## src/drcm_pkg.sv

```systemverilog
`default_nettype none

package drcm_pkg;

    // Word layout of the readout stream
    localparam int unsigned WORD_W      = 16;
    localparam int unsigned VALUE_W     = 12;
    localparam int unsigned SLOT_W      = 5;
    localparam int unsigned CRATE_W     = 8;
    localparam int unsigned CHAN_W      = 5;
    localparam int unsigned COUNT_W     = 6;
    localparam int unsigned WALL_W      = 5;
    localparam int unsigned KIND_W      = 2;

    localparam int unsigned SLOT_LSB    = 11;
    localparam int unsigned COUNT_LSB   = 8;

    // Mapping constants
    localparam int unsigned MAX_CHANNELS       = 32;
    localparam int unsigned SECOND_WALL_OFFSET = 9;
    localparam int unsigned TAG_WORD_COUNT     = 2;

    localparam logic [CRATE_W-1:0] CRATE_CHARGE     = 8'd0;
    localparam logic [CRATE_W-1:0] CRATE_TIME_LEFT  = 8'd1;
    localparam logic [CRATE_W-1:0] CRATE_TIME_RIGHT = 8'd2;

    localparam logic [SLOT_W-1:0] SLOT_TIME_A    = 5'd3;
    localparam logic [SLOT_W-1:0] SLOT_TIME_B    = 5'd6;
    localparam logic [SLOT_W-1:0] SLOT_TIME_C    = 5'd9;
    localparam logic [SLOT_W-1:0] SLOT_TIME_D    = 5'd12;
    localparam logic [SLOT_W-1:0] SLOT_TIME_END  = 5'd15;
    localparam logic [SLOT_W-1:0] SLOT_CHARGE_LO = 5'd3;
    localparam logic [SLOT_W-1:0] SLOT_CHARGE_HI = 5'd11;

    localparam logic [WALL_W-1:0] WALL_TIME_END  = 5'd8;

    localparam int unsigned QUEUE_DEPTH = 2;

    typedef enum logic [2:0] {
        PH_IDLE  = 3'd0,
        PH_TAG   = 3'd1,
        PH_HDR_A = 3'd2,
        PH_HDR_B = 3'd3,
        PH_CH_A  = 3'd4,
        PH_CH_B  = 3'd5,
        PH_TRL_A = 3'd6,
        PH_TRL_B = 3'd7
    } phase_t;

    typedef enum logic [1:0] {
        ST_OK    = 2'd0,
        ST_CRATE = 2'd1,
        ST_SLOT  = 2'd2,
        ST_COUNT = 2'd3
    } status_t;

    typedef struct packed {
        logic [WORD_W-1:0] data_word;
        logic              first_word;
        logic [KIND_W-1:0] func;
    } in_item_t;

    typedef struct packed {
        logic [WALL_W-1:0]  wall_index;
        logic [CHAN_W-1:0]  bar_index;
        logic               side;
        logic [VALUE_W-1:0] sample_value;
        logic [1:0]         status;
    } out_item_t;

    // One classified channel pair (or count error) handed to the back end
    typedef struct packed {
        status_t            status;
        logic               timing;
        logic               second;
        logic               side;
        logic [SLOT_W-1:0]  slot;
        logic [CHAN_W-1:0]  channel;
        logic [VALUE_W-1:0] value;
    } job_t;

endpackage

`default_nettype wire

```

## src/digitizer_readout_channel_mapper.sv

```systemverilog
// Channel  Direction  Handshake                   Payload
// item     in         item_valid / item_ready     in_item_t  (data_word, first_word, func)
// result   out        result_valid / result_ready out_item_t (wall, bar, side, value, status)
//
// One readout word per cycle is taken when the queue has room; the parser
// decides every word in the cycle of its transfer.
// A result passes from its word into the queue and then into the output
// register before it appears.
// Reset (rst_n, asynchronous, active low) clears the parse phase, the counters,
// the queue pointers and the output valid; no clearing pass is needed.
// A stalled result side fills the queue and then holds item_ready low.
`default_nettype none

module digitizer_readout_channel_mapper #(
    parameter int unsigned QUEUE_DEPTH = drcm_pkg::QUEUE_DEPTH
) (
    input  wire logic           clk,
    input  wire logic           rst_n,
    input  wire logic           item_valid,
    output logic                item_ready,
    input  drcm_pkg::in_item_t  item,
    output logic                result_valid,
    input  wire logic           result_ready,
    output drcm_pkg::out_item_t result
);
    import drcm_pkg::*;

    logic  item_fire;
    logic  push;
    job_t  push_job;
    job_t  head_job;
    logic  pop;
    logic  full;
    logic  empty;

    // Accept a word whenever the queue can take the job it might produce
    assign item_ready = !full;
    assign item_fire  = item_valid && item_ready;

    // Front: parse the subpacket structure and classify each channel pair
    drcm_front u_front (
        .clk   (clk),
        .rst_n (rst_n),
        .fire  (item_fire),
        .item  (item),
        .push  (push),
        .job   (push_job)
    );

    // Short queue: lets the parser advance while a result waits at the output
    drcm_queue #(
        .DEPTH (QUEUE_DEPTH)
    ) u_queue (
        .clk      (clk),
        .rst_n    (rst_n),
        .push     (push),
        .push_job (push_job),
        .pop      (pop),
        .head_job (head_job),
        .full     (full),
        .empty    (empty)
    );

    // Back: map to wall, bar and side, and hold the result for transfer
    drcm_back u_back (
        .clk          (clk),
        .rst_n        (rst_n),
        .head_job     (head_job),
        .empty        (empty),
        .pop          (pop),
        .result_valid (result_valid),
        .result_ready (result_ready),
        .result       (result)
    );

endmodule

`default_nettype wire

```

## src/drcm_front.sv

```systemverilog
`default_nettype none

module drcm_front (
    input  wire logic              clk,
    input  wire logic              rst_n,
    input  wire logic              fire,
    input  drcm_pkg::in_item_t     item,
    output logic                   push,
    output drcm_pkg::job_t         job
);
    import drcm_pkg::*;

    phase_t              phase_reg,    phase_next;
    logic [WORD_W-1:0]   length_reg,   length_next;
    logic [WORD_W-1:0]   consumed_reg, consumed_next;
    logic [SLOT_W-1:0]   slot_reg,     slot_next;
    logic [CRATE_W-1:0]  crate_reg,    crate_next;
    logic [COUNT_W-1:0]  left_reg,     left_next;
    logic [CHAN_W-1:0]   chan_reg,     chan_next;
    logic [KIND_W-1:0]   kind_reg,     kind_next;

    logic [WORD_W-1:0]   consumed_inc;
    logic [COUNT_W-1:0]  count_field;
    logic [COUNT_W-1:0]  left_dec;
    logic                timing;
    status_t             map_status;
    logic                slot_time_ok;
    logic                slot_charge_ok;

    assign consumed_inc = consumed_reg + WORD_W'(1);
    assign count_field  = item.data_word[COUNT_LSB +: COUNT_W];
    assign left_dec     = left_reg - COUNT_W'(1);
    assign timing       = ~kind_reg[1];

    assign slot_time_ok = (slot_reg == SLOT_TIME_A) || (slot_reg == SLOT_TIME_B) ||
                          (slot_reg == SLOT_TIME_C) || (slot_reg == SLOT_TIME_D) ||
                          (slot_reg == SLOT_TIME_END);
    assign slot_charge_ok = (slot_reg >= SLOT_CHARGE_LO) && (slot_reg <= SLOT_CHARGE_HI);

    // Classify the held module against the rule of this subpacket kind
    always_comb
    begin
        priority if (timing && crate_reg != CRATE_TIME_LEFT && crate_reg != CRATE_TIME_RIGHT)
            map_status = ST_CRATE;
        else if (timing && !slot_time_ok)
            map_status = ST_SLOT;
        else if (!timing && crate_reg != CRATE_CHARGE)
            map_status = ST_CRATE;
        else if (!timing && !slot_charge_ok)
            map_status = ST_SLOT;
        else
            map_status = ST_OK;
    end

    always_ff @(posedge clk or negedge rst_n)
    begin
        if (!rst_n)
        begin
            phase_reg    <= PH_IDLE;
            length_reg   <= '0;
            consumed_reg <= '0;
            slot_reg     <= '0;
            crate_reg    <= '0;
            left_reg     <= '0;
            chan_reg     <= '0;
            kind_reg     <= '0;
        end
        else
        begin
            phase_reg    <= phase_next;
            length_reg   <= length_next;
            consumed_reg <= consumed_next;
            slot_reg     <= slot_next;
            crate_reg    <= crate_next;
            left_reg     <= left_next;
            chan_reg     <= chan_next;
            kind_reg     <= kind_next;
        end
    end

    always_comb
    begin
        phase_next    = phase_reg;
        length_next   = length_reg;
        consumed_next = consumed_reg;
        slot_next     = slot_reg;
        crate_next    = crate_reg;
        left_next     = left_reg;
        chan_next     = chan_reg;
        kind_next     = kind_reg;
        push          = 1'b0;
        job           = '0;

        if (fire)
        begin
            if (item.first_word)
            begin
                length_next   = item.data_word - WORD_W'(TAG_WORD_COUNT);
                consumed_next = '0;
                kind_next     = item.func;
                phase_next    = PH_TAG;
            end
            else
            begin
                unique case (phase_reg)
                    PH_IDLE:
                    begin
                        // drop stray word
                    end
                    PH_TAG:
                    begin
                        consumed_next = WORD_W'(TAG_WORD_COUNT);
                        phase_next    = (WORD_W'(TAG_WORD_COUNT) < length_reg) ?
                                        PH_HDR_A : PH_IDLE;
                    end
                    PH_HDR_A:
                    begin
                        slot_next     = item.data_word[SLOT_LSB +: SLOT_W];
                        crate_next    = item.data_word[CRATE_W-1:0];
                        consumed_next = consumed_inc;
                        phase_next    = PH_HDR_B;
                    end
                    PH_HDR_B:
                    begin
                        consumed_next = consumed_inc;
                        if (count_field > COUNT_W'(MAX_CHANNELS))
                        begin
                            phase_next = PH_IDLE;
                            push       = 1'b1;
                            job.status = ST_COUNT;
                        end
                        else
                        begin
                            left_next  = count_field;
                            phase_next = (count_field == '0) ? PH_TRL_A : PH_CH_A;
                        end
                    end
                    PH_CH_A:
                    begin
                        chan_next     = item.data_word[CHAN_W-1:0];
                        consumed_next = consumed_inc;
                        phase_next    = PH_CH_B;
                    end
                    PH_CH_B:
                    begin
                        consumed_next = consumed_inc;
                        push          = 1'b1;
                        job.status    = map_status;
                        job.timing    = timing;
                        job.second    = kind_reg[0];
                        job.side      = timing ? (crate_reg == CRATE_TIME_RIGHT)
                                               : ~chan_reg[CHAN_W-1];
                        job.slot      = slot_reg;
                        job.channel   = chan_reg;
                        job.value     = item.data_word[VALUE_W-1:0];
                        if (timing && map_status != ST_OK)
                            phase_next = PH_IDLE;
                        else
                        begin
                            left_next  = left_dec;
                            phase_next = (left_dec == '0) ? PH_TRL_A : PH_CH_A;
                        end
                    end
                    PH_TRL_A:
                    begin
                        consumed_next = consumed_inc;
                        phase_next    = PH_TRL_B;
                    end
                    PH_TRL_B:
                    begin
                        consumed_next = consumed_inc;
                        phase_next    = (consumed_inc < length_reg) ? PH_HDR_A : PH_IDLE;
                    end
                endcase
            end
        end
    end

    // Results come only from a channel value word or a channel count word
    a_push_phase: assert property (@(posedge clk) disable iff (!rst_n)
        push |-> (phase_reg == PH_HDR_B || phase_reg == PH_CH_B) && !item.first_word)
        else $error("job pushed outside count or value phase");

    // A timing mapping error ends the subpacket
    a_timing_abort: assert property (@(posedge clk) disable iff (!rst_n)
        (push && job.timing && job.status != ST_OK) |=> phase_reg == PH_IDLE)
        else $error("timing error did not abort subpacket");

endmodule

`default_nettype wire

```

## src/drcm_queue.sv

```systemverilog
`default_nettype none

module drcm_queue #(
    parameter int unsigned DEPTH = drcm_pkg::QUEUE_DEPTH
) (
    input  wire logic         clk,
    input  wire logic         rst_n,
    input  wire logic         push,
    input  drcm_pkg::job_t    push_job,
    input  wire logic         pop,
    output drcm_pkg::job_t    head_job,
    output logic              full,
    output logic              empty
);
    import drcm_pkg::*;

    localparam int unsigned PTR_W = (DEPTH > 1) ? $clog2(DEPTH) : 1;
    localparam int unsigned CNT_W = $clog2(DEPTH + 1);

    job_t              slot_reg [DEPTH];
    logic [PTR_W-1:0]  wr_ptr_reg, wr_ptr_next;
    logic [PTR_W-1:0]  rd_ptr_reg, rd_ptr_next;
    logic [CNT_W-1:0]  count_reg,  count_next;
    logic              do_push;
    logic              do_pop;

    assign full     = (count_reg == CNT_W'(DEPTH));
    assign empty    = (count_reg == '0);
    assign do_push  = push && !full;
    assign do_pop   = pop && !empty;
    assign head_job = slot_reg[rd_ptr_reg];

    always_comb
    begin
        wr_ptr_next = wr_ptr_reg;
        rd_ptr_next = rd_ptr_reg;
        if (do_push)
            wr_ptr_next = (wr_ptr_reg == PTR_W'(DEPTH - 1)) ? '0 : wr_ptr_reg + PTR_W'(1);
        if (do_pop)
            rd_ptr_next = (rd_ptr_reg == PTR_W'(DEPTH - 1)) ? '0 : rd_ptr_reg + PTR_W'(1);
        count_next = count_reg + CNT_W'(do_push) - CNT_W'(do_pop);
    end

    always_ff @(posedge clk or negedge rst_n)
    begin
        if (!rst_n)
        begin
            wr_ptr_reg <= '0;
            rd_ptr_reg <= '0;
            count_reg  <= '0;
        end
        else
        begin
            wr_ptr_reg <= wr_ptr_next;
            rd_ptr_reg <= rd_ptr_next;
            count_reg  <= count_next;
        end
    end

    always_ff @(posedge clk)
    begin
        if (do_push)
            slot_reg[wr_ptr_reg] <= push_job;
    end

    a_no_overflow: assert property (@(posedge clk) disable iff (!rst_n)
        push |-> !full)
        else $error("push into full queue");

    a_count_tracks: assert property (@(posedge clk) disable iff (!rst_n)
        (do_push && !do_pop) |=> count_reg == $past(count_reg) + CNT_W'(1))
        else $error("queue count lost a push");

endmodule

`default_nettype wire

```

## src/drcm_back.sv

```systemverilog
`default_nettype none

module drcm_back (
    input  wire logic           clk,
    input  wire logic           rst_n,
    input  drcm_pkg::job_t      head_job,
    input  wire logic           empty,
    output logic                pop,
    output logic                result_valid,
    input  wire logic           result_ready,
    output drcm_pkg::out_item_t result
);
    import drcm_pkg::*;

    logic              valid_reg, valid_next;
    out_item_t         result_reg, result_next;
    logic [WALL_W-1:0] wall_offset;
    logic [WALL_W-1:0] time_base;
    logic [WALL_W-1:0] wall;
    logic [CHAN_W-1:0] bar;
    logic              upper;

    assign upper       = head_job.channel[CHAN_W-1];
    assign wall_offset = head_job.second ? WALL_W'(SECOND_WALL_OFFSET) : '0;

    always_comb
    begin
        unique case (head_job.slot)
            SLOT_TIME_B: time_base = 5'd2;
            SLOT_TIME_C: time_base = 5'd4;
            SLOT_TIME_D: time_base = 5'd6;
            default:     time_base = 5'd0;
        endcase
    end

    // Wall and bar from the job; bar is the low four channel bits, except in the end slot
    always_comb
    begin
        if (head_job.timing)
        begin
            if (head_job.slot == SLOT_TIME_END)
            begin
                wall = WALL_TIME_END + wall_offset;
                bar  = head_job.channel;
            end
            else
            begin
                wall = time_base + WALL_W'(upper) + wall_offset;
                bar  = {1'b0, head_job.channel[CHAN_W-2:0]};
            end
        end
        else
        begin
            wall = head_job.slot - SLOT_CHARGE_LO + wall_offset;
            bar  = {1'b0, head_job.channel[CHAN_W-2:0]};
        end
    end

    assign pop = !empty && (!valid_reg || result_ready);

    always_comb
    begin
        valid_next  = valid_reg;
        result_next = result_reg;
        if (result_ready)
            valid_next = 1'b0;
        if (pop)
        begin
            valid_next         = 1'b1;
            result_next.status = head_job.status;
            if (head_job.status == ST_OK)
            begin
                result_next.wall_index   = wall;
                result_next.bar_index    = bar;
                result_next.side         = head_job.side;
                result_next.sample_value = head_job.value;
            end
            else
            begin
                result_next.wall_index   = '0;
                result_next.bar_index    = '0;
                result_next.side         = 1'b0;
                result_next.sample_value = '0;
            end
        end
    end

    always_ff @(posedge clk or negedge rst_n)
    begin
        if (!rst_n)
            valid_reg <= 1'b0;
        else
            valid_reg <= valid_next;
    end

    always_ff @(posedge clk)
    begin
        result_reg <= result_next;
    end

    assign result_valid = valid_reg;
    assign result       = result_reg;

    a_error_zeroed: assert property (@(posedge clk) disable iff (!rst_n)
        (valid_reg && result_reg.status != ST_OK) |->
            (result_reg.wall_index == '0 && result_reg.bar_index == '0 &&
             !result_reg.side && result_reg.sample_value == '0))
        else $error("error result carries mapping fields");

    a_pop_fills: assert property (@(posedge clk) disable iff (!rst_n)
        pop |=> valid_reg)
        else $error("popped job did not reach output register");

endmodule

`default_nettype wire
```

## config.mk

```make
export PLATFORM = sky130hd
export DESIGN_NAME = digitizer_readout_channel_mapper
export DESIGN_NICKNAME = d
export VERILOG_FILES = /design/src/drcm_pkg.sv /design/src/digitizer_readout_channel_mapper.sv /design/src/drcm_front.sv /design/src/drcm_queue.sv /design/src/drcm_back.sv
export SDC_FILE = /design/constraint.sdc
export NUM_CORES = 1
export LEC_CHECK = 0
export BUFFER_PORTS_ARGS = -buffer_cell sky130_fd_sc_hd__buf_2
export CORE_MARGIN = 4
export CORE_UTILIZATION = 30
export CTS_CLUSTER_DIAMETER = 100
export DETAILED_ROUTE_END_ITERATION = 12
export GPL_TIMING_DRIVEN = 0
export PLACE_DENSITY_LB_ADDON = 0.15
export SYNTH_ARGS = -nofsm -noshare
export SYNTH_HDL_FRONTEND = slang
export SYNTH_SLANG_ARGS = --single-unit
```

## constraint.sdc

```tcl
create_clock -name clk -period 8.5 [get_ports clk]
set_clock_uncertainty 0.1 [all_clocks]
set_input_delay 1.275 -clock clk [delete_from_list [all_inputs] [get_ports clk]]
set_output_delay 1.275 -clock clk [all_outputs]
set_load 0.01 [all_outputs]
```

## After elaboration in Yosys (flattened, before gate mapping)

Memory sizes are Yosys's and may differ from the RTL's.
Cells that the tools add are included.

| storage, ports and cells | value |
|---|---|
| logic and storage cells | 138 |
| RAM bits | 54 |
| input port bits | 23 |
| output and inout port bits | 27 |
| memories kept | 1 |
| register bits after elaboration | 91 |

Memory list:

| memory | words | bits a word | read ports | clocked after memory_dff | wr ports | RTL line | source |
|---|---|---|---|---|---|---|---|
| u_queue.slot_reg | 2 | 27 | 1 | 0 | 1 | drcm_queue.sv:20 | `job_t slot_reg [DEPTH];` |

| cells by class | value |
|---|---|
| equality and inequality tests | 22 |
| mux-type cells | 38 |
| bitwise operators | 3 |
| magnitude comparators | 5 |
| add/sub/neg operators | 12 |
| reductions and logical operators | 39 |

Operator list:

| cell | number |
|---|---|
| $mux 27 | 2 |
| $pmux 16 s2 | 1 |
| $eq 5x4->1 const B | 6 |
| $mux 25 | 1 |
| $pmux 3 s7 | 1 |
| $mux 2 | 9 |
| $add 16x1->16 const B | 1 |
| $lt 16x16->1 | 1 |
| $lt 2x16->1 const A | 1 |
| $mux 16 | 1 |
| $reduce_bool 8->1 | 2 |
| $sub 16x2->16 const B | 1 |
| $eq 3x3->1 const B | 4 |
| $logic_not 6->1 | 2 |
| $mux 6 | 2 |
| $pmux 6 s2 | 1 |
| $logic_and 1x1->1 | 11 |
| $add 5x5->5 | 2 |
| $eq 5x3->1 const B | 2 |
| $mux 1 | 10 |
| $mux 5 | 2 |
| $mux 3 | 3 |
| $pmux 3 s3 | 1 |
| $reduce_and 3->1 | 3 |
| 30 further kinds | 49 |

## Logic depth before layout (Yosys ltp)

| depth | value |
|---|---|
| depth after elaboration | 14 |
| depth in mapped cells | 14 |
| mapped depth without buffers | 12 |

## Cells and area by module

A second synthesis with hierarchy kept.

| second synthesis, totals | value |
|---|---|
| cells, all modules | 651 |
| area total of the unflattened synthesis | 7567.3 um^2 |

By module, submodules not included:

| module | sequential area each (um^2) | cells each | times used | area an instance (um^2) |
|---|---|---|---|---|
| drcm_front | 1526.5 | 445 | 1 | 4006.3 |
| drcm_queue | 1721.7 | 102 | 1 | 2248.4 |
| drcm_back | 775.7 | 102 | 1 | 1302.5 |
| digitizer_readout_channel_mapper | 0.0 | 2 | 1 | 10.0 |

## Worst setup path before layout

Ideal clock, no wire load.

| path | value |
|---|---|
| kind | input -> register |
| start | input port item[14] (netlist name) |
| end | memory u_queue.slot_reg[0][0] (netlist name), enable pin |
| arrival | 3.244 ns |
| buffers on the path | 1 |
| setup time | 0.420 ns |
| stages on the path | 5 |
| path slack | 4.735 ns |
| data required time | 7.980 ns |
| cell sequence | clkbuf_1 o31ai_1 inv_1 nand4_1 a21oi_1 |

| on the way | value |
|---|---|
| word-level cells in the longest chain between the ends | 8 |

RTL lines:

| item | RTL line | source |
|---|---|---|
| start: declaration | digitizer_readout_channel_mapper.sv:21 | `input drcm_pkg::in_item_t item,` |
| $gt 6x6->1 | drcm_front.sv:126 | `if (count_field > COUNT_W'(MAX_CHANNELS))` |
| $mux 1 | drcm_front.sv:126 |  |
| $pmux 1 s2 | drcm_front.sv:105 | `unique case (phase_reg)` |
| $mux 1 | drcm_front.sv:96 | `if (item.first_word)` |
| $mux 1 | drcm_front.sv:94 | `if (fire)` |
| $logic_and 1x1->1 | drcm_queue.sv:29 | `assign do_push = push && !full;` |
| $mux 1 | drcm_queue.sv:62 | `if (do_push)` |
| $mux 1 (implied by the code) | drcm_queue.sv:63 | `slot_reg[wr_ptr_reg] <= push_job;` |
| end: declaration | drcm_queue.sv:20 |  |

Every way passes these cells.

## Final worst setup path

| path | value |
|---|---|
| start | input port item[11] (netlist name) |
| end | memory u_queue.slot_reg[1][13] (netlist name), enable pin |

| on the way | value |
|---|---|
| word-level cells in the longest chain between the ends | 8 |

RTL lines:

| item | RTL line | source |
|---|---|---|
| $gt 6x6->1 | drcm_front.sv:126 |  |
| $mux 1 | drcm_front.sv:126 |  |
| $pmux 1 s2 | drcm_front.sv:105 |  |
| $mux 1 | drcm_front.sv:96 |  |
| $mux 1 | drcm_front.sv:94 |  |
| $logic_and 1x1->1 | drcm_queue.sv:29 |  |
| via u_queue.do_push | drcm_queue.sv:24 | `logic do_push;` |
| $mux 1 | drcm_queue.sv:62 |  |
| $mux 1 (implied by the code) | drcm_queue.sv:63 |  |

The timed path passes the listed nets, and every way through them passes these cells.

==> reports/metrics.yaml <==
pwr-share-comb_pct: 31.3
path_max_fanout: 18
seq_area_um2: 4024
worst_pin_slew_ps: 888.1
final-setup-viol-count: 0
antenna_found_initial: 0
dieArea_um2: 26830
syn_nets: 693
fp-row-count: 56
netSwitchingFraction_pct: 33.73
cts.path.max_buffers: 2
rsz0062_at_grt: "false"
post-dp-hpwl_um: 11690
diodes: 0
peakVddDrop_uv: 126.7
cpMaxStageDelayCell: "or3_1"
finalHoldViolCount: 0
critPathBufInv: 3
slew_headroom_pct: 40.79
yosysSeqAreaShare_pct: 55.27
grt-ovfl-total: 0
final_max_slew_viol_count: 0
synth-edff-count: 79
critPathCaptureType: "flip-flop"
clock_latency_ps: 420
cts_inserted_buffers: 17
ys.flop_type: "edfxtp_1"
synth_seq_cells: 145
crit_type: "input pin to flip-flop"
grt_pass1_wl_um: 26320
p_total_mw: 2.582
viasPerCell: 4.682
netlist_instances: 641
grt_pass1_vias: 5001
setup_tns_ps: 0
area_delta_synth_final_pct: 17.89
start_kind: "input pin"
grt_max_degree: 67
path_cells: "buf_2 -> or3_1 -> o31ai_1 -> inv_1 -> nand4_1 -> nand2_1 -> and2_1 -> buf_8"
cts_tree: "built"
largest_register_ffs: 54
multi_input_area_um2: 3000
yosysWarnings: 0
cts_root_buffer: "clkbuf_16"
arrival_ps: 3380
fillers: 2358
fin_crit_sh_pct: 38.96
cp_data_required_time_ps: 8570
post_cts_buffers: 0
min_path_type: "flip-flop to flip-flop"
min_period_ps: 3311
fmax_ghz: 0.3020
power_leakage_nw: 3.565
wl_per_cell_um: 15.42
cts.sinks: 145
hold_buffers: 0
port_buffers: 48
p_per_area_nw_per_um2: 300.8
die_x_um: 163.8
switchingPower_mw: 0.8709
clkPwrFrac_pct: 29.0
critPathMaxStageDelay_ps: 450
synth.avg_cell_area_um2: 11.36
core_um2: 23680
chipHeight_um: 163.8
synth_cell_types: 57
synth_area_um2: 7281
drc: 0
track_usage_pct: 12.53
dr.pass1.iters: 5
place_congestion: 0.7997
drive_gt1_share_pct: 17.54
p_seq_share_pct: 39.7
path_clk_slew_ps: 60
max_cap_viol_count: 0
routed_wl_um: 16080
outcome: "completed"
postRouteAntennaNets: 0
async_reset_ff_share_pct: 45.52
htree_levels: 4
p_int_mw: 1.711
critPathTopFamily: "simple AND/OR/NAND/NOR gates"
pin_count: 50
first_iter_violations: 298
nNetsFinal: 763
num_vias: 4883
cts_resized: 0
start_util_pct: 30.74
==> worst min-delay path: cells and delay by family (launching register included) <==
| kind | cells | cell delay [ps] |
|---|---|---|
| DFF | 1 | 330 |
| and+or+nand+nor | 1 | 50 |
| AOI/OAI and AO/OA | 1 | 60 |
==> power by group through the flow <==
stage | Combinational [mW] | Clock [mW] | Sequential (mW)
after floorplan | 0.560 | 0 | 1.04
after global placement | 0.789 | 0 | 1.04
after detailed placement | 0.822 | 0 | 1.04
after CTS | 0.826 | 0.768 | 1.03
after global routing | 0.921 | 0.801 | 1.04
final | 0.809 | 0.748 | 1.03
==> metrics by stage <==
| step | setup WS, ps | hold WS, ps | area (um2) | cells | util (%) |
|---|---|---|---|---|---|
| floorplan | 4735 | 341.8 | 7281 | 641 | - |
| global placement | 3571 | 357.4 | 7920 | 1008 | 33.44 |
| detailed placement | 4432 | 363.4 | 7985 | 1010 | 33.72 |
| CTS | 4850 | 377.0 | 8568 | 1042 | 36.18 |
| global route | 5061 | 399.4 | 8583 | 1043 | 36.24 |
| finish | 5189 | 371.4 | 8583 | 1043 | 36.24 |
==> final timing paths <==
check | startpoint | endpoint | depth (start not counted) | slack (ps)
max in group asynchronous | rst_n | u_front.length_reg[5] | 1 | 6840
min | u_front.chan_reg[1] | u_front.chan_reg[1] | 2 | 370
min reg2reg | u_front.chan_reg[1] | u_front.chan_reg[1] | 2 | 370
max reg2reg | u_front.consumed_reg[2] | u_front.phase_reg[1] | 13 | 5660
min in group asynchronous | rst_n | u_front.consumed_reg[7] | 1 | 880
max | item[11] | u_queue.slot_reg[1][13] | 8 | 5190
==> cells in the mapped netlist, types with 21 or more instances <==
cell type	instances	area (um2)
o21ai_0	43	215.2
nand2_1	46	172.7
inv_1	34	127.6
a21oi_1	34	170.2
xnor2_1	28	245.2
edfxtp_1	79	2372
nor2_1	50	187.7
and2_1	21	131.4
ha_1	29	362.9
clkbuf_1	21	78.83
mux2_2	21	236.5
dfrtp_1	66	1652
==> layer usage <==
metal | routed length (um) | up-vias | GRT usage, %
met1 | 7238 | 2355 | 16.11
met5 | 0 | - | 0
li1 | - | 2430 | -
met2 | 8101 | 85 | 21.25
met3 | 606 | 13 | 2.961
met4 | 132 | 0 | 3.355
==> logic make-up (layout without fill, tap and decap cells) <==
logic type,count (synthesis),count (layout),synth area share (%)
fa+ha+maj,29,29,4.984
xor+xnor,45,45,5.413
compound gates,118,118,9.606
flops,145,145,55.27
simple gates,194,194,13.82
buf+inv,65,148,3.832
mux,45,45,7.080
==> cell usage in the layout (no fill, tap or decap), types with 28 or more instances in the layout <==
master / count
o21ai_0: 43
nor2_1: 50
a21oi_1: 32
edfxtp_1: 79
nand2_1: 46
xnor2_1: 28
inv_1: 34
buf_2: 53
ha_1: 29
dfrtp_1: 66
==> final cells by class <==
class                   count  share of cell area (%)
plain buffers              31                   1.764
clock buffers              18                   5.000
clock inverters            14                   1.793
inverters                  34                   1.487
multi-input cells         431                   34.96
flip-flops and latches    145                   46.88
well taps                 319                   4.650
repair buffers             51                   3.469
Power figures use the tool's default switching activity.
